`src/sv/nhs_pkg.sv`:
```
// Package: shared widths, codes, control word type and microcode table.
package nhs_pkg;

  localparam int unsigned CMD_W    = 2;
  localparam int unsigned TAG_W    = 32;
  localparam int unsigned HOUR_W   = 5;
  localparam int unsigned MIN_W    = 6;
  localparam int unsigned SEC_W    = 6;
  localparam int unsigned STATUS_W = 3;
  localparam int unsigned POS_W    = 4;
  localparam int unsigned CNT_W    = 5;
  localparam int unsigned PC_W     = 4;

  typedef enum logic [CMD_W-1:0] {
    CMD_VISIT   = 2'd0,
    CMD_BACK    = 2'd1,
    CMD_FORWARD = 2'd2,
    CMD_DELETE  = 2'd3
  } nhs_cmd_e;

  typedef enum logic [STATUS_W-1:0] {
    ST_OK      = 3'd0,
    ST_NO_PREV = 3'd1,
    ST_NO_FWD  = 3'd2,
    ST_EMPTY   = 3'd3,
    ST_FULL    = 3'd4
  } nhs_status_e;

  typedef enum logic [3:0] {
    UOP_NOP,
    UOP_VISIT,
    UOP_BACK,
    UOP_FORWARD,
    UOP_DEL_START,
    UOP_SHIFT_RD,
    UOP_SHIFT_WR,
    UOP_DEL_FIN,
    UOP_READ_CUR,
    UOP_RESPOND
  } nhs_uop_e;

  typedef enum logic [2:0] {
    COND_NEXT,
    COND_ALWAYS,
    COND_DISPATCH,
    COND_EMPTY,
    COND_NO_NEXT,
    COND_OUT_BUSY
  } nhs_cond_e;

  typedef struct packed {
    nhs_uop_e         uop;
    nhs_cond_e        cond;
    logic [PC_W-1:0]  target;
  } nhs_ucode_t;

  typedef struct packed {
    logic empty;
    logic no_next;
    logic out_busy;
  } nhs_flags_t;

  localparam logic [PC_W-1:0] PC_IDLE      = 4'd0;
  localparam logic [PC_W-1:0] PC_VISIT     = 4'd1;
  localparam logic [PC_W-1:0] PC_BACK      = 4'd2;
  localparam logic [PC_W-1:0] PC_FORWARD   = 4'd3;
  localparam logic [PC_W-1:0] PC_DEL_START = 4'd4;
  localparam logic [PC_W-1:0] PC_SHIFT_RD  = 4'd5;
  localparam logic [PC_W-1:0] PC_SHIFT_WR  = 4'd6;
  localparam logic [PC_W-1:0] PC_DEL_FIN   = 4'd7;
  localparam logic [PC_W-1:0] PC_READ_CUR  = 4'd8;
  localparam logic [PC_W-1:0] PC_RESPOND   = 4'd9;

  function automatic nhs_ucode_t nhs_ucode(input logic [PC_W-1:0] pc);
    nhs_ucode_t w;
    case (pc)
      PC_IDLE:      w = '{UOP_NOP,       COND_DISPATCH, PC_IDLE};
      PC_VISIT:     w = '{UOP_VISIT,     COND_ALWAYS,   PC_READ_CUR};
      PC_BACK:      w = '{UOP_BACK,      COND_ALWAYS,   PC_READ_CUR};
      PC_FORWARD:   w = '{UOP_FORWARD,   COND_ALWAYS,   PC_READ_CUR};
      PC_DEL_START: w = '{UOP_DEL_START, COND_EMPTY,    PC_READ_CUR};
      PC_SHIFT_RD:  w = '{UOP_SHIFT_RD,  COND_NO_NEXT,  PC_DEL_FIN};
      PC_SHIFT_WR:  w = '{UOP_SHIFT_WR,  COND_ALWAYS,   PC_SHIFT_RD};
      PC_DEL_FIN:   w = '{UOP_DEL_FIN,   COND_NEXT,     PC_IDLE};
      PC_READ_CUR:  w = '{UOP_READ_CUR,  COND_OUT_BUSY, PC_READ_CUR};
      PC_RESPOND:   w = '{UOP_RESPOND,   COND_ALWAYS,   PC_IDLE};
      default:      w = '{UOP_NOP,       COND_ALWAYS,   PC_IDLE};
    endcase
    return w;
  endfunction

  function automatic logic [PC_W-1:0] nhs_dispatch(input nhs_cmd_e cmd);
    logic [PC_W-1:0] pc;
    case (cmd)
      CMD_VISIT:   pc = PC_VISIT;
      CMD_BACK:    pc = PC_BACK;
      CMD_FORWARD: pc = PC_FORWARD;
      CMD_DELETE:  pc = PC_DEL_START;
      default:     pc = PC_IDLE;
    endcase
    return pc;
  endfunction

endpackage

```
`src/sv/nhs_if.sv`:
```
// Interfaces: request and response channels with valid/ready handshake.
interface nhs_req_if;
  logic                        valid;
  logic                        ready;
  logic [nhs_pkg::CMD_W-1:0]   command;
  logic [nhs_pkg::TAG_W-1:0]   page_tag;
  logic [nhs_pkg::HOUR_W-1:0]  visit_hour;
  logic [nhs_pkg::MIN_W-1:0]   visit_minute;
  logic [nhs_pkg::SEC_W-1:0]   visit_second;

  modport source (output valid, command, page_tag, visit_hour, visit_minute, visit_second,
                  input ready);
  modport sink   (input valid, command, page_tag, visit_hour, visit_minute, visit_second,
                  output ready);
endinterface

interface nhs_rsp_if;
  logic                          valid;
  logic                          ready;
  logic [nhs_pkg::STATUS_W-1:0]  status;
  logic                          cur_valid;
  logic [nhs_pkg::TAG_W-1:0]     cur_tag;
  logic [nhs_pkg::HOUR_W-1:0]    cur_hour;
  logic [nhs_pkg::MIN_W-1:0]     cur_minute;
  logic [nhs_pkg::SEC_W-1:0]     cur_second;
  logic [nhs_pkg::POS_W-1:0]     cursor_pos;
  logic [nhs_pkg::CNT_W-1:0]     entry_count;

  modport source (output valid, status, cur_valid, cur_tag, cur_hour, cur_minute, cur_second,
                  cursor_pos, entry_count, input ready);
  modport sink   (input valid, status, cur_valid, cur_tag, cur_hour, cur_minute, cur_second,
                  cursor_pos, entry_count, output ready);
endinterface

```
`src/sv/navigation_history_stack.sv`:
```
// Top level: bounded back/forward navigation history with a cursor.
// Usage:
//   req_i carries one request per valid/ready handshake: command (visit, back,
//   forward, delete current entry), page tag and visit time. rsp_o returns one
//   response per request: status, the current entry after the request, the
//   cursor position and the number of entries held.
//   A request is taken only while the sequencer waits in its idle step.
// Sequencing:
//   Visit, back, forward and delete on an empty history run their command step,
//   the read step and the respond step; the next request is taken in the cycle
//   the response appears.
//   Delete on a non-empty history moves each entry after the cursor down
//   through the entry memory, one read step and one write step per entry,
//   then finishes, reads the current entry and responds.
// Reset:
//   rst_ni clears the cursor, entry count, shift index, status and response
//   valid flag; memory contents stay as they were and are only read once written.
// Stall:
//   The response register holds its response until rsp_o.ready; the next
//   request proceeds and waits in its read step while the register is full.
module navigation_history_stack #(
  parameter int unsigned HISTORY_DEPTH = 16,
  parameter int unsigned TAG_BITS      = 32
) (
  input  logic        clk_i,
  input  logic        rst_ni,
  nhs_req_if.sink     req_i,
  nhs_rsp_if.source   rsp_o
);

  nhs_pkg::nhs_flags_t flags;
  nhs_pkg::nhs_uop_e   uop;
  logic                req_ready;
  logic                req_take;

  assign req_i.ready = req_ready;
  assign req_take    = req_i.valid && req_ready;

  nhs_seq u_seq (
    .clk_i       (clk_i),
    .rst_ni      (rst_ni),
    .req_valid_i (req_i.valid),
    .req_cmd_i   (req_i.command),
    .flags_i     (flags),
    .req_ready_o (req_ready),
    .uop_o       (uop)
  );

  nhs_dp #(
    .HISTORY_DEPTH (HISTORY_DEPTH),
    .TAG_BITS      (TAG_BITS)
  ) u_dp (
    .clk_i             (clk_i),
    .rst_ni            (rst_ni),
    .uop_i             (uop),
    .req_take_i        (req_take),
    .req_tag_i         (req_i.page_tag),
    .req_hour_i        (req_i.visit_hour),
    .req_minute_i      (req_i.visit_minute),
    .req_second_i      (req_i.visit_second),
    .rsp_ready_i       (rsp_o.ready),
    .flags_o           (flags),
    .rsp_valid_o       (rsp_o.valid),
    .rsp_status_o      (rsp_o.status),
    .rsp_cur_valid_o   (rsp_o.cur_valid),
    .rsp_cur_tag_o     (rsp_o.cur_tag),
    .rsp_cur_hour_o    (rsp_o.cur_hour),
    .rsp_cur_minute_o  (rsp_o.cur_minute),
    .rsp_cur_second_o  (rsp_o.cur_second),
    .rsp_cursor_pos_o  (rsp_o.cursor_pos),
    .rsp_entry_count_o (rsp_o.entry_count)
  );

endmodule

```
`src/sv/nhs_seq.sv`:
```
// Sequencer: step counter over the microcode table with conditional jumps.
module nhs_seq (
  input  logic                          clk_i,
  input  logic                          rst_ni,
  input  logic                          req_valid_i,
  input  logic [nhs_pkg::CMD_W-1:0]     req_cmd_i,
  input  nhs_pkg::nhs_flags_t           flags_i,
  output logic                          req_ready_o,
  output nhs_pkg::nhs_uop_e             uop_o
);

  logic [nhs_pkg::PC_W-1:0] pc_q, pc_d;
  nhs_pkg::nhs_ucode_t      cw;

  always_ff @(posedge clk_i or negedge rst_ni) begin
    if (!rst_ni) begin
      pc_q <= nhs_pkg::PC_IDLE;
    end else begin
      pc_q <= pc_d;
    end
  end

  always_comb begin
    cw          = nhs_pkg::nhs_ucode(pc_q);
    uop_o       = cw.uop;
    req_ready_o = (cw.cond == nhs_pkg::COND_DISPATCH);
    pc_d        = pc_q + 4'd1;
    case (cw.cond)
      nhs_pkg::COND_NEXT:     pc_d = pc_q + 4'd1;
      nhs_pkg::COND_ALWAYS:   pc_d = cw.target;
      nhs_pkg::COND_DISPATCH: begin
        if (req_valid_i) begin
          pc_d = nhs_pkg::nhs_dispatch(nhs_pkg::nhs_cmd_e'(req_cmd_i));
        end else begin
          pc_d = pc_q;
        end
      end
      nhs_pkg::COND_EMPTY:    if (flags_i.empty) pc_d = cw.target;
      nhs_pkg::COND_NO_NEXT:  if (flags_i.no_next) pc_d = cw.target;
      nhs_pkg::COND_OUT_BUSY: if (flags_i.out_busy) pc_d = cw.target;
      default:                pc_d = nhs_pkg::PC_IDLE;
    endcase
  end

endmodule

```
`src/sv/nhs_dp.sv`:
```
// Datapath: entry memory, cursor, count, shift index and response register.
module nhs_dp #(
  parameter int unsigned HISTORY_DEPTH = 16,
  parameter int unsigned TAG_BITS      = 32
) (
  input  logic                           clk_i,
  input  logic                           rst_ni,
  input  nhs_pkg::nhs_uop_e              uop_i,
  input  logic                           req_take_i,
  input  logic [nhs_pkg::TAG_W-1:0]      req_tag_i,
  input  logic [nhs_pkg::HOUR_W-1:0]     req_hour_i,
  input  logic [nhs_pkg::MIN_W-1:0]      req_minute_i,
  input  logic [nhs_pkg::SEC_W-1:0]      req_second_i,
  input  logic                           rsp_ready_i,
  output nhs_pkg::nhs_flags_t            flags_o,
  output logic                           rsp_valid_o,
  output logic [nhs_pkg::STATUS_W-1:0]   rsp_status_o,
  output logic                           rsp_cur_valid_o,
  output logic [nhs_pkg::TAG_W-1:0]      rsp_cur_tag_o,
  output logic [nhs_pkg::HOUR_W-1:0]     rsp_cur_hour_o,
  output logic [nhs_pkg::MIN_W-1:0]      rsp_cur_minute_o,
  output logic [nhs_pkg::SEC_W-1:0]      rsp_cur_second_o,
  output logic [nhs_pkg::POS_W-1:0]      rsp_cursor_pos_o,
  output logic [nhs_pkg::CNT_W-1:0]      rsp_entry_count_o
);

  localparam int unsigned CW   = $clog2(HISTORY_DEPTH);
  localparam int unsigned NW   = $clog2(HISTORY_DEPTH + 1);
  localparam int unsigned TIME_W = nhs_pkg::HOUR_W + nhs_pkg::MIN_W + nhs_pkg::SEC_W;
  localparam int unsigned EW   = TAG_BITS + TIME_W;

  logic [EW-1:0]  mem_q [HISTORY_DEPTH];
  logic [EW-1:0]  rdata_q;
  logic [CW-1:0]  rd_addr;
  logic           wr_en;
  logic [CW-1:0]  wr_addr;
  logic [EW-1:0]  wr_data;

  logic [CW-1:0]  cursor_q, cursor_d;
  logic [NW-1:0]  count_q, count_d;
  logic [CW-1:0]  idx_q, idx_d;
  nhs_pkg::nhs_status_e status_q, status_d;

  logic [TAG_BITS-1:0]          tag_q;
  logic [nhs_pkg::HOUR_W-1:0]   hour_q;
  logic [nhs_pkg::MIN_W-1:0]    minute_q;
  logic [nhs_pkg::SEC_W-1:0]    second_q;
  logic [47:0]                  tag_in_ext;
  logic [47:0]                  tag_out_ext;

  logic                         rsp_valid_q, rsp_valid_d;
  logic [nhs_pkg::STATUS_W-1:0] rsp_status_q;
  logic                         rsp_cur_valid_q;
  logic [nhs_pkg::TAG_W-1:0]    rsp_tag_q;
  logic [nhs_pkg::HOUR_W-1:0]   rsp_hour_q;
  logic [nhs_pkg::MIN_W-1:0]    rsp_minute_q;
  logic [nhs_pkg::SEC_W-1:0]    rsp_second_q;
  logic [nhs_pkg::POS_W-1:0]    rsp_pos_q;
  logic [nhs_pkg::CNT_W-1:0]    rsp_count_q;
  logic                         rsp_load;

  logic [NW-1:0]  keep;
  logic [NW-1:0]  cursor_ext;
  logic [NW-1:0]  idx_next;
  logic [15:0]    pos_ext;
  logic [15:0]    cnt_ext;

  assign tag_in_ext  = 48'(req_tag_i);
  assign tag_out_ext = 48'(rdata_q[EW-1:TIME_W]);
  assign cursor_ext  = NW'(cursor_q);
  assign idx_next    = NW'(idx_q) + NW'(1);
  assign keep        = (count_q == '0) ? '0 : cursor_ext + NW'(1);
  assign pos_ext     = 16'(cursor_q);
  assign cnt_ext     = 16'(count_q);

  // Request payload hold
  always_ff @(posedge clk_i) begin
    if (req_take_i) begin
      tag_q    <= tag_in_ext[TAG_BITS-1:0];
      hour_q   <= req_hour_i;
      minute_q <= req_minute_i;
      second_q <= req_second_i;
    end
  end

  // Entry memory
  always_ff @(posedge clk_i) begin
    if (wr_en) begin
      mem_q[wr_addr] <= wr_data;
    end
    rdata_q <= mem_q[rd_addr];
  end

  always_ff @(posedge clk_i or negedge rst_ni) begin
    if (!rst_ni) begin
      cursor_q    <= '0;
      count_q     <= '0;
      idx_q       <= '0;
      status_q    <= nhs_pkg::ST_OK;
      rsp_valid_q <= 1'b0;
    end else begin
      cursor_q    <= cursor_d;
      count_q     <= count_d;
      idx_q       <= idx_d;
      status_q    <= status_d;
      rsp_valid_q <= rsp_valid_d;
    end
  end

  always_ff @(posedge clk_i) begin
    if (rsp_load) begin
      rsp_status_q    <= status_q;
      rsp_count_q     <= cnt_ext[nhs_pkg::CNT_W-1:0];
      if (count_q != '0) begin
        rsp_cur_valid_q <= 1'b1;
        rsp_tag_q       <= tag_out_ext[nhs_pkg::TAG_W-1:0];
        rsp_hour_q      <= rdata_q[TIME_W-1 -: nhs_pkg::HOUR_W];
        rsp_minute_q    <= rdata_q[nhs_pkg::SEC_W +: nhs_pkg::MIN_W];
        rsp_second_q    <= rdata_q[nhs_pkg::SEC_W-1:0];
        rsp_pos_q       <= pos_ext[nhs_pkg::POS_W-1:0];
      end else begin
        rsp_cur_valid_q <= 1'b0;
        rsp_tag_q       <= '0;
        rsp_hour_q      <= '0;
        rsp_minute_q    <= '0;
        rsp_second_q    <= '0;
        rsp_pos_q       <= '0;
      end
    end
  end

  always_comb begin
    cursor_d    = cursor_q;
    count_d     = count_q;
    idx_d       = idx_q;
    status_d    = status_q;
    rsp_valid_d = rsp_valid_q && !rsp_ready_i;
    rsp_load    = 1'b0;
    wr_en       = 1'b0;
    wr_addr     = idx_q;
    wr_data     = rdata_q;
    rd_addr     = cursor_q;
    case (uop_i)
      nhs_pkg::UOP_NOP: ;
      nhs_pkg::UOP_VISIT: begin
        if (keep >= NW'(HISTORY_DEPTH)) begin
          status_d = nhs_pkg::ST_FULL;
        end else begin
          status_d = nhs_pkg::ST_OK;
          wr_en    = 1'b1;
          wr_addr  = keep[CW-1:0];
          wr_data  = {tag_q, hour_q, minute_q, second_q};
          count_d  = keep + NW'(1);
          cursor_d = keep[CW-1:0];
        end
      end
      nhs_pkg::UOP_BACK: begin
        if (count_q != '0 && cursor_q != '0) begin
          status_d = nhs_pkg::ST_OK;
          cursor_d = cursor_q - CW'(1);
        end else begin
          status_d = nhs_pkg::ST_NO_PREV;
        end
      end
      nhs_pkg::UOP_FORWARD: begin
        if (count_q != '0 && (cursor_ext + NW'(1)) < count_q) begin
          status_d = nhs_pkg::ST_OK;
          cursor_d = cursor_q + CW'(1);
        end else begin
          status_d = nhs_pkg::ST_NO_FWD;
        end
      end
      nhs_pkg::UOP_DEL_START: begin
        idx_d    = cursor_q;
        status_d = (count_q == '0) ? nhs_pkg::ST_EMPTY : nhs_pkg::ST_OK;
      end
      nhs_pkg::UOP_SHIFT_RD: begin
        rd_addr = idx_next[CW-1:0];
      end
      nhs_pkg::UOP_SHIFT_WR: begin
        wr_en   = 1'b1;
        wr_addr = idx_q;
        wr_data = rdata_q;
        idx_d   = idx_next[CW-1:0];
      end
      nhs_pkg::UOP_DEL_FIN: begin
        count_d = count_q - NW'(1);
        if (cursor_q != '0) begin
          cursor_d = cursor_q - CW'(1);
        end
        if (count_q == NW'(1)) begin
          cursor_d = '0;
        end
      end
      nhs_pkg::UOP_READ_CUR: begin
        rd_addr = cursor_q;
      end
      nhs_pkg::UOP_RESPOND: begin
        rsp_load    = 1'b1;
        rsp_valid_d = 1'b1;
      end
      default: ;
    endcase
  end

  assign flags_o.empty    = (count_q == '0);
  assign flags_o.no_next  = !(idx_next < count_q);
  assign flags_o.out_busy = rsp_valid_q && !rsp_ready_i;

  assign rsp_valid_o       = rsp_valid_q;
  assign rsp_status_o      = rsp_status_q;
  assign rsp_cur_valid_o   = rsp_cur_valid_q;
  assign rsp_cur_tag_o     = rsp_tag_q;
  assign rsp_cur_hour_o    = rsp_hour_q;
  assign rsp_cur_minute_o  = rsp_minute_q;
  assign rsp_cur_second_o  = rsp_second_q;
  assign rsp_cursor_pos_o  = rsp_pos_q;
  assign rsp_entry_count_o = rsp_count_q;

  a_cursor_in_range: assert property (@(posedge clk_i) disable iff (!rst_ni)
    (count_q != '0) |-> (cursor_ext < count_q))
    else $error("cursor beyond held entries");

  a_count_bound: assert property (@(posedge clk_i) disable iff (!rst_ni)
    count_q <= NW'(HISTORY_DEPTH))
    else $error("entry count above depth");

  a_empty_cursor: assert property (@(posedge clk_i) disable iff (!rst_ni)
    (count_q == '0) |-> (cursor_q == '0))
    else $error("cursor not cleared on empty history");

  a_rsp_source: assert property (@(posedge clk_i) disable iff (!rst_ni)
    $rose(rsp_valid_q) |-> ($past(uop_i) == nhs_pkg::UOP_RESPOND))
    else $error("response raised outside respond step");

  a_rsp_no_overwrite: assert property (@(posedge clk_i) disable iff (!rst_ni)
    (uop_i == nhs_pkg::UOP_RESPOND) |-> (!rsp_valid_q || rsp_ready_i))
    else $error("response overwritten before taken");

endmodule
```
`src/flat_wrapper.sv`:
```
// flat-port wrapper written by rule: the top's interface ports become plain ports
module navigation_history_stack_flat 
#(
  parameter int unsigned HISTORY_DEPTH = 16,
  parameter int unsigned TAG_BITS      = 32
)
  (clk_i, rst_ni, req_i_valid, req_i_command, req_i_page_tag, req_i_visit_hour, req_i_visit_minute, req_i_visit_second, req_i_ready, rsp_o_valid, rsp_o_status, rsp_o_cur_valid, rsp_o_cur_tag, rsp_o_cur_hour, rsp_o_cur_minute, rsp_o_cur_second, rsp_o_cursor_pos, rsp_o_entry_count, rsp_o_ready);
  nhs_req_if req_i_i ();
  nhs_rsp_if rsp_o_i ();
  input  logic clk_i;
  input  logic rst_ni;
  input wire logic [$bits(req_i_i.valid)-1:0] req_i_valid;
  input wire logic [$bits(req_i_i.command)-1:0] req_i_command;
  input wire logic [$bits(req_i_i.page_tag)-1:0] req_i_page_tag;
  input wire logic [$bits(req_i_i.visit_hour)-1:0] req_i_visit_hour;
  input wire logic [$bits(req_i_i.visit_minute)-1:0] req_i_visit_minute;
  input wire logic [$bits(req_i_i.visit_second)-1:0] req_i_visit_second;
  output wire logic [$bits(req_i_i.ready)-1:0] req_i_ready;
  output wire logic [$bits(rsp_o_i.valid)-1:0] rsp_o_valid;
  output wire logic [$bits(rsp_o_i.status)-1:0] rsp_o_status;
  output wire logic [$bits(rsp_o_i.cur_valid)-1:0] rsp_o_cur_valid;
  output wire logic [$bits(rsp_o_i.cur_tag)-1:0] rsp_o_cur_tag;
  output wire logic [$bits(rsp_o_i.cur_hour)-1:0] rsp_o_cur_hour;
  output wire logic [$bits(rsp_o_i.cur_minute)-1:0] rsp_o_cur_minute;
  output wire logic [$bits(rsp_o_i.cur_second)-1:0] rsp_o_cur_second;
  output wire logic [$bits(rsp_o_i.cursor_pos)-1:0] rsp_o_cursor_pos;
  output wire logic [$bits(rsp_o_i.entry_count)-1:0] rsp_o_entry_count;
  input wire logic [$bits(rsp_o_i.ready)-1:0] rsp_o_ready;
  assign req_i_i.valid = req_i_valid;
  assign req_i_i.command = req_i_command;
  assign req_i_i.page_tag = req_i_page_tag;
  assign req_i_i.visit_hour = req_i_visit_hour;
  assign req_i_i.visit_minute = req_i_visit_minute;
  assign req_i_i.visit_second = req_i_visit_second;
  assign req_i_ready = req_i_i.ready;
  assign rsp_o_valid = rsp_o_i.valid;
  assign rsp_o_status = rsp_o_i.status;
  assign rsp_o_cur_valid = rsp_o_i.cur_valid;
  assign rsp_o_cur_tag = rsp_o_i.cur_tag;
  assign rsp_o_cur_hour = rsp_o_i.cur_hour;
  assign rsp_o_cur_minute = rsp_o_i.cur_minute;
  assign rsp_o_cur_second = rsp_o_i.cur_second;
  assign rsp_o_cursor_pos = rsp_o_i.cursor_pos;
  assign rsp_o_entry_count = rsp_o_i.entry_count;
  assign rsp_o_i.ready = rsp_o_ready;
  navigation_history_stack #(.HISTORY_DEPTH(HISTORY_DEPTH), .TAG_BITS(TAG_BITS)) u_core (.clk_i(clk_i), .rst_ni(rst_ni), .req_i(req_i_i), .rsp_o(rsp_o_i));
endmodule
```
`config.mk`:
```
export PLATFORM = sky130hd
export DESIGN_NAME = navigation_history_stack_flat
export DESIGN_NICKNAME = d
export VERILOG_FILES = /design/src/sv/nhs_pkg.sv /design/src/sv/nhs_if.sv /design/src/sv/navigation_history_stack.sv /design/src/sv/nhs_seq.sv /design/src/sv/nhs_dp.sv /design/src/flat_wrapper.sv
export SDC_FILE = /design/constraint.sdc
export NUM_CORES = 1
export LEC_CHECK = 0
export BUFFER_PORTS_ARGS = -buffer_cell sky130_fd_sc_hd__buf_2
export CORE_MARGIN = 3
export CORE_UTILIZATION = 62
export CTS_CLUSTER_SIZE = 10
export DETAILED_ROUTE_END_ITERATION = 8
export PLACE_DENSITY = 0.76
export SLEW_MARGIN = 20
export SYNTH_ARGS = -nofsm -noshare
export SYNTH_HDL_FRONTEND = slang
export SYNTH_SLANG_ARGS = --single-unit
```
`constraint.sdc`:
```
create_clock -name clk_i -period 9.3 [get_ports clk_i]
set_input_delay 0.93 -clock clk_i [delete_from_list [all_inputs] [get_ports clk_i]]
set_output_delay 0.93 -clock clk_i [all_outputs]
set_load 0.02 [all_outputs]
```
; ---- After elaboration in Yosys (flattened, before gate mapping)
; Memory sizes are Yosys's and may differ from the RTL's. A register that Yosys moved wholly into a read port is not among the register bits.
; Cells that the tools add are included.
[totals]
ff_bits = 132
mem_bits_rw = 784
rom_bits = 176
output_inout_bits = 64
elab_cells = 101
mem_count = 2
[memory_table]
columns = memory, depth, word_bits, rd, rd_clocked_by_memory_dff, write_ports, line
row1 = u_core.u_dp.mem_q, 16, 49, 1, 1, 1, nhs_dp.sv:32  ; logic [EW-1:0] mem_q [HISTORY_DEPTH];
row2 = (name not given), 16, 11, 1, 0, 0, nhs_pkg.sv:76  ; case (pc)
[classes]
add_sub_neg = 7
magnitude_cmp = 3
n_eq_ne = 22
mux = 33
n_reduce_logical = 16
[ops]
columns = cell, count
row1 = $mux 49, 2
row2 = $mux 4, 12
row3 = $pmux 4 s4, 2
row4 = $pmux 4 s6, 1
row5 = $eq 4x3->1 const B, 4
row6 = $pmux 3 s4, 1
row7 = $reduce_bool 4->1, 3
row8 = $add 4x1->5 const B, 2
row9 = $lt 5x5->1, 2
row10 = $mux 5, 2
row11 = $pmux 5 s2, 1
row12 = $add 4x1->4 const B, 2
row13 = $eq 4x2->1 const B, 2
row14 = $ne 2x2->1 const B, 4
row15 = $pmux 4 s2, 1
row16 = $mux 1, 7
row17 = $eq 3x2->1 const B, 2
row18 = $eq 3x3->1 const B, 2
row19 = $add 5x1->5 const B, 1
row20 = $eq 5x1->1 const B, 1
row21 = $ge 5x5->1 const B, 1
row22 = $logic_not 5->1, 1
row23 = $reduce_and 5->1, 1
row24 = $reduce_bool 5->1, 1
row25 = 17 further kinds, 23

; ---- Longest topological paths before layout
[depth]
ltp_word = 7
depth_mapped = 11

; ---- Hierarchy
; From an unflattened synthesis, not the netlist that was laid out.
[unflattened]
hier_cells = 2587
hier_area_um2 = 37544.8
[modules_own_cells]
columns = module, instances, cells_per_inst, area_per_inst_um2, seq_area_each_um2
row1 = nhs_dp, 1, 2497, 36844.1, 28282.1
row2 = nhs_seq, 1, 89, 694.4, 100.1
row3 = navigation_history_stack, 1, 1, 6.3, 0.0

; ---- Least setup slack after synthesis
; OpenSTA, ideal clock, no wires.
[synth_path]
path_type = flip-flop to flip-flop
from = register u_core.u_seq.pc_q[1] (netlist name)
to = register u_core.u_dp.rsp_hour_q, in the netlist u_core.u_dp.rsp_cur_hour_o[0], enable pin
setup_time_ns = 0.637
arrival_ns = 6.953
required_ns = 8.663
setup_slack_ns = 1.710
stages_incl_launch_ff = 6
path_buffers = 1
cell_sequence = dfrtp_1 buf_2 inv_1 ha_1 inv_1 nor4_1
[synth_via]
elab_chain_len = 3
[synth_lines]
columns = item, line
row1 = start: declaration, nhs_seq.sv:12  ; logic [nhs_pkg::PC_W-1:0] pc_q, pc_d;
row2 = start signal: assignment, nhs_seq.sv:17  ; pc_q <= nhs_pkg::PC_IDLE;
row3 = start signal: assignment, nhs_seq.sv:19  ; pc_q <= pc_d;
row4 = $mem_v2 16x11, -
row5 = $eq 4x4->1, nhs_dp.sv:143  ; case (uop_i)
row6 = $mux 1, nhs_dp.sv:143
row7 = end signal: assignment, nhs_dp.sv:117  ; rsp_hour_q <= rdata_q[TIME_W-1 -: nhs_pkg::HOUR_W];
row8 = end: declaration, nhs_dp.sv:55  ; logic [nhs_pkg::HOUR_W-1:0] rsp_hour_q;
; No other way between the ends.
; A chain may end at the register's enable or synchronous reset.

; ---- Worst setup path in the final report
[layout_path]
from = register u_core.u_dp.count_q[0]
to = memory u_core.u_dp.mem_q[6][35] (netlist name), enable pin
[layout_via]
elab_chain_len = 7
[layout_lines]
columns = item, line
row1 = start: declaration, nhs_dp.sv:40  ; logic [NW-1:0] count_q, count_d;
row2 = start signal: assignment, nhs_dp.sv:103  ; count_q <= count_d;
row3 = $logic_not 5->1 *, nhs_dp.sv:72  ; assign keep = (count_q == '0) ? '0 : cursor_ext + NW'(1);
row4 = $mux 5 *, nhs_dp.sv:72
row5 = $ge 5x5->1, nhs_dp.sv:146  ; if (keep >= NW'(HISTORY_DEPTH)) begin
row6 = $mux 1, nhs_dp.sv:146
row7 = $pmux 1 s2, nhs_dp.sv:143
row8 = $mux 1, nhs_dp.sv:88  ; if (wr_en) begin
row9 = $mux 1 (not written as such), nhs_dp.sv:89  ; mem_q[wr_addr] <= wr_data;
row10 = end: declaration, nhs_dp.sv:32
; Every way passes the cells marked *; elsewhere a longest branch is shown, timed or not.

==> reports/metrics.cfg <==
[routing]
drtIter0Drc=2821
vias=21453
ant_nets=0
avgRoutedWirePerCell_um=24.16
drtPass1Iterations=5
drc=0
drt-total-wl_mm=83.39
vias_per_cell=6.216

[worst_setup_path]
cp-start-kind=flop
critPathMaxFanout=56
reg2reg_slack_ns=4.70
crit_end=u_core.u_dp.mem_q[6][35]$_DFFE_PP_
worst_r2r_path_depth=10
crit_type=reg2reg
r2r-end=u_core.u_dp.mem_q[6][35]$_DFFE_PP_
worst_setup_path_end_kind=flop
cp.arrival_ns=4.90
crit_start=u_core.u_dp.count_q[0]$_DFFE_PN0P_
crit_required_ns=9.60
rr_startpoint=u_core.u_dp.count_q[0]$_DFFE_PN0P_

[grt]
grt_max_degree=155
antenna_found_initial=1
grt_pass1_vias=21939
grt_pass1_wl_mm=128.4
track_usage_pct=26.84
grt-ovfl-total=0

[yosys]
synth_warnings=0
synth.net_count=2531
ys_ff_latch=965
netlist_top_cells_area=edfxtp_1, nand2_1, mux4_2, nand3_1, dfxtp_1
synth_top_cell_area_share_pct=72.10
synth-simple-area-share_pct=12.46
synth_compound_area_share_pct=2.410
netlist_instances=2455
synth_edf_count=895
ys_types=66
synth_mux_area_share_pct=6.263
synthAdderAreaFrac_pct=0.7049
async_flop_share_pct=2.176
synth_xor_area_share_pct=0.1880
synth.avg_cell_area_um2=15.18
synth_top_cell_by_area=edfxtp_1
netlist_area_um2=37280
synth_ff_type=edfxtp_1
synth_top_family_by_area=simple AND/OR/NAND/NOR gates
ys_seq_area_share_pct=76.14

[power_and_ir_drop]
ir_drop_v=0.0002496
power.leakage_uw=0.01435
total_power_uw=14720
power.density_nw_per_um2=351.3

[clock_tree]
path_clk_slew_ns=0.06
clk_latency_ns=0.67
ctsHtreeMaxLevel=3
cts_resized=0
numCtsBuffers=107
clock_path_buffers=3
clock_sink_count=965
cts-root-buf=clkbuf_16
cts_tree=built
cts_hold_buffers=0
post_cts_buffers=0

[die]
die_w_um=251.2
die-area_um2=63100
ios=119
die_y_um=251.2
start_util_pct=62.92
rows=89
coreArea_um2=59240

[timing]
finalHoldViolCount=0
grt_setup_unrepaired=no
relSlewSlack_pct=27.39
layout_min_cycle_time_ns=4.595
fin_crit_sh_pct=49.41
setup_viol=0
fmax_mhz=217.6
fin_skew_ns=0.02026
fin_tns_setup_ns=0
worst_pin_slew_ns=1.088
finalMaxSlewViolations=0

[flow_run]
maxCapViolCount=0

[layout]
fin_nets=2664
areaGrowthSynthToFinish_pct=12.43
final_cell_mix=edfxtp_1, nand2_1, nand3_1
drive_gt1_share_pct=15.16
instances_no_fill=3451
layout_commonest_cell=edfxtp_1
fin_util_pct=70.74
diodes=0

[placed_design]
gp_routability_congestion=0.8726
post-place-cells=3251
port_buffers=118
place.detailed.hpwl_mm=42.41

[worst_hold_path]
hp-class=in2async

[run_status]
status=completed

==> metal layers <==
metal | vias up | GRT usage, % | wire (um)
met5 | - | 0 | 0
met4 | 0 | 9.448 | 2077
met3 | 166 | 4.521 | 7525
met2 | 1141 | 43.82 | 41360
met1 | 10710 | 37.48 | 32430
li1 | 9436 | - | -
==> Yosys cell counts, types with 3 or more instances <==
cell and n:
o21ai_0 23, o21a_1 3, mux4_2 98, nor2_1 46, xnor2_1 3, buf_6 8
a31oi_1 52, nand2_1 663, a211oi_1 6, buf_2 38, mux2_2 3, inv_1 21
a21oi_1 14, nand4_1 49, clkbuf_1 66, nor4b_1 3, xor2_1 5, and2_1 53
buf_1 17, dfxtp_1 49, or3_1 3, nand3_1 210, edfxtp_1 895, dfrtp_1 21
a22oi_1 4, ha_1 21, a221oi_1 3, nand2b_1 5, nor2b_1 5, and3_1 5
mux2i_1 6, nor3_1 7, o221ai_1 3, o22ai_1 3
==> worst max-delay path: stages, from the launching register on <==
cell and delay, ns:
dfrtp_1 0.45, inv_1 0.07, ha_1 0.24, nor4b_2 0.17
buf_4 0.20, inv_2 0.79, and2_1 0.33, a22oi_1 0.15
nand2b_1 0.37, nor2_4 0.85, buf_4 0.55
==> where the power goes <==
| group | switching, uW | total (uW) | internal, uW | leakage [uW] |
|---|---|---|---|---|
| Clock | 1620 | 3810 | 2180 | 0.00148 |
| Sequential | 259 | 6500 | 6240 | 0.00879 |
| Combinational | 3120 | 4420 | 1300 | 0.00407 |
| Total | 5000 | 14700 | 9720 | 0.0143 |
==> logic make-up after synthesis <==
group,after synthesis
mux,109
xor+xnor,8
buf+inv,152
flops,965
fa+ha+maj,21
simple gates,1064
compound gates,136
==> flip-flops by register name, indices dropped and copies added (netlist names) <==
name                           count
u_core.u_dp.second_q               6
u_core.u_dp.mem_q                784
u_core.u_dp.rdata_q               49
u_core.u_dp.rsp_cur_second_o       6
u_core.u_dp.rsp_status_o           3
u_core.u_dp.status_q               3
u_core.u_dp.rsp_cur_tag_o         32
u_core.u_dp.rsp_valid_o            1
u_core.u_dp.count_q                5
u_core.u_dp.idx_q                  4
u_core.u_dp.rsp_entry_count_o      5
u_core.u_dp.rsp_cur_hour_o         5
u_core.u_dp.hour_q                 5
u_core.u_dp.tag_q                 32
u_core.u_dp.rsp_cursor_pos_o       4
u_core.u_dp.minute_q               6
u_core.u_dp.cursor_q               4
u_core.u_dp.rsp_cur_valid_o        1
u_core.u_dp.rsp_cur_minute_o       6
u_core.u_seq.pc_q                  4
==> through the flow <==
step	setup slack, ns	cell area, um2	hold WS (ns)
CTS	4.708	41880	0.2173
global route	4.368	41910	0.2600
detailed placement	4.732	38740	0.4500
finish	4.705	41910	0.2300
global placement	4.891	38740	0.4503
floorplan	1.710	37280	0.4248
==> area by class of cell <==
class / count / area, um2
clock inverters: 8 / 123.9
clock buffers: 191 / 3014
multi-input cells: 1338 / 8429
flip-flops and latches: 965 / 28380
inverters: 22 / 82.58
well taps: 773 / 967.2
fillers: 3665 / 17330
repair buffers: 154 / 909.6
==> worst min-delay path by stage <==
| stage | from | to | slack (ns) | cells after the start |
|---|---|---|---|---|
| 2_1_floorplan | u_core.u_dp.status_q[0]$_DFFE_PN0P_ | u_core.u_dp.rsp_status_o[0]$_DFFE_PN_ | 0.42 | 0 |
| 3_3_place_gp | u_core.u_dp.status_q[0]$_DFFE_PN0P_ | u_core.u_dp.rsp_status_o[0]$_DFFE_PN_ | 0.45 | 0 |
| 3_5_place_dp | u_core.u_dp.status_q[0]$_DFFE_PN0P_ | u_core.u_dp.rsp_status_o[0]$_DFFE_PN_ | 0.45 | 0 |
| 4_1_cts | rst_ni | u_core.u_dp.cursor_q[0]$_DFFE_PN0P_ | 0.22 | 1 |
| 5_1_grt | rst_ni | u_core.u_seq.pc_q[0]$_DFFE_PN0P_ | 0.26 | 1 |
| 6_report | rst_ni | u_core.u_dp.idx_q[0]$_DFFE_PN0P_ | 0.23 | 1 |
(Power assumes the default switching activity.)
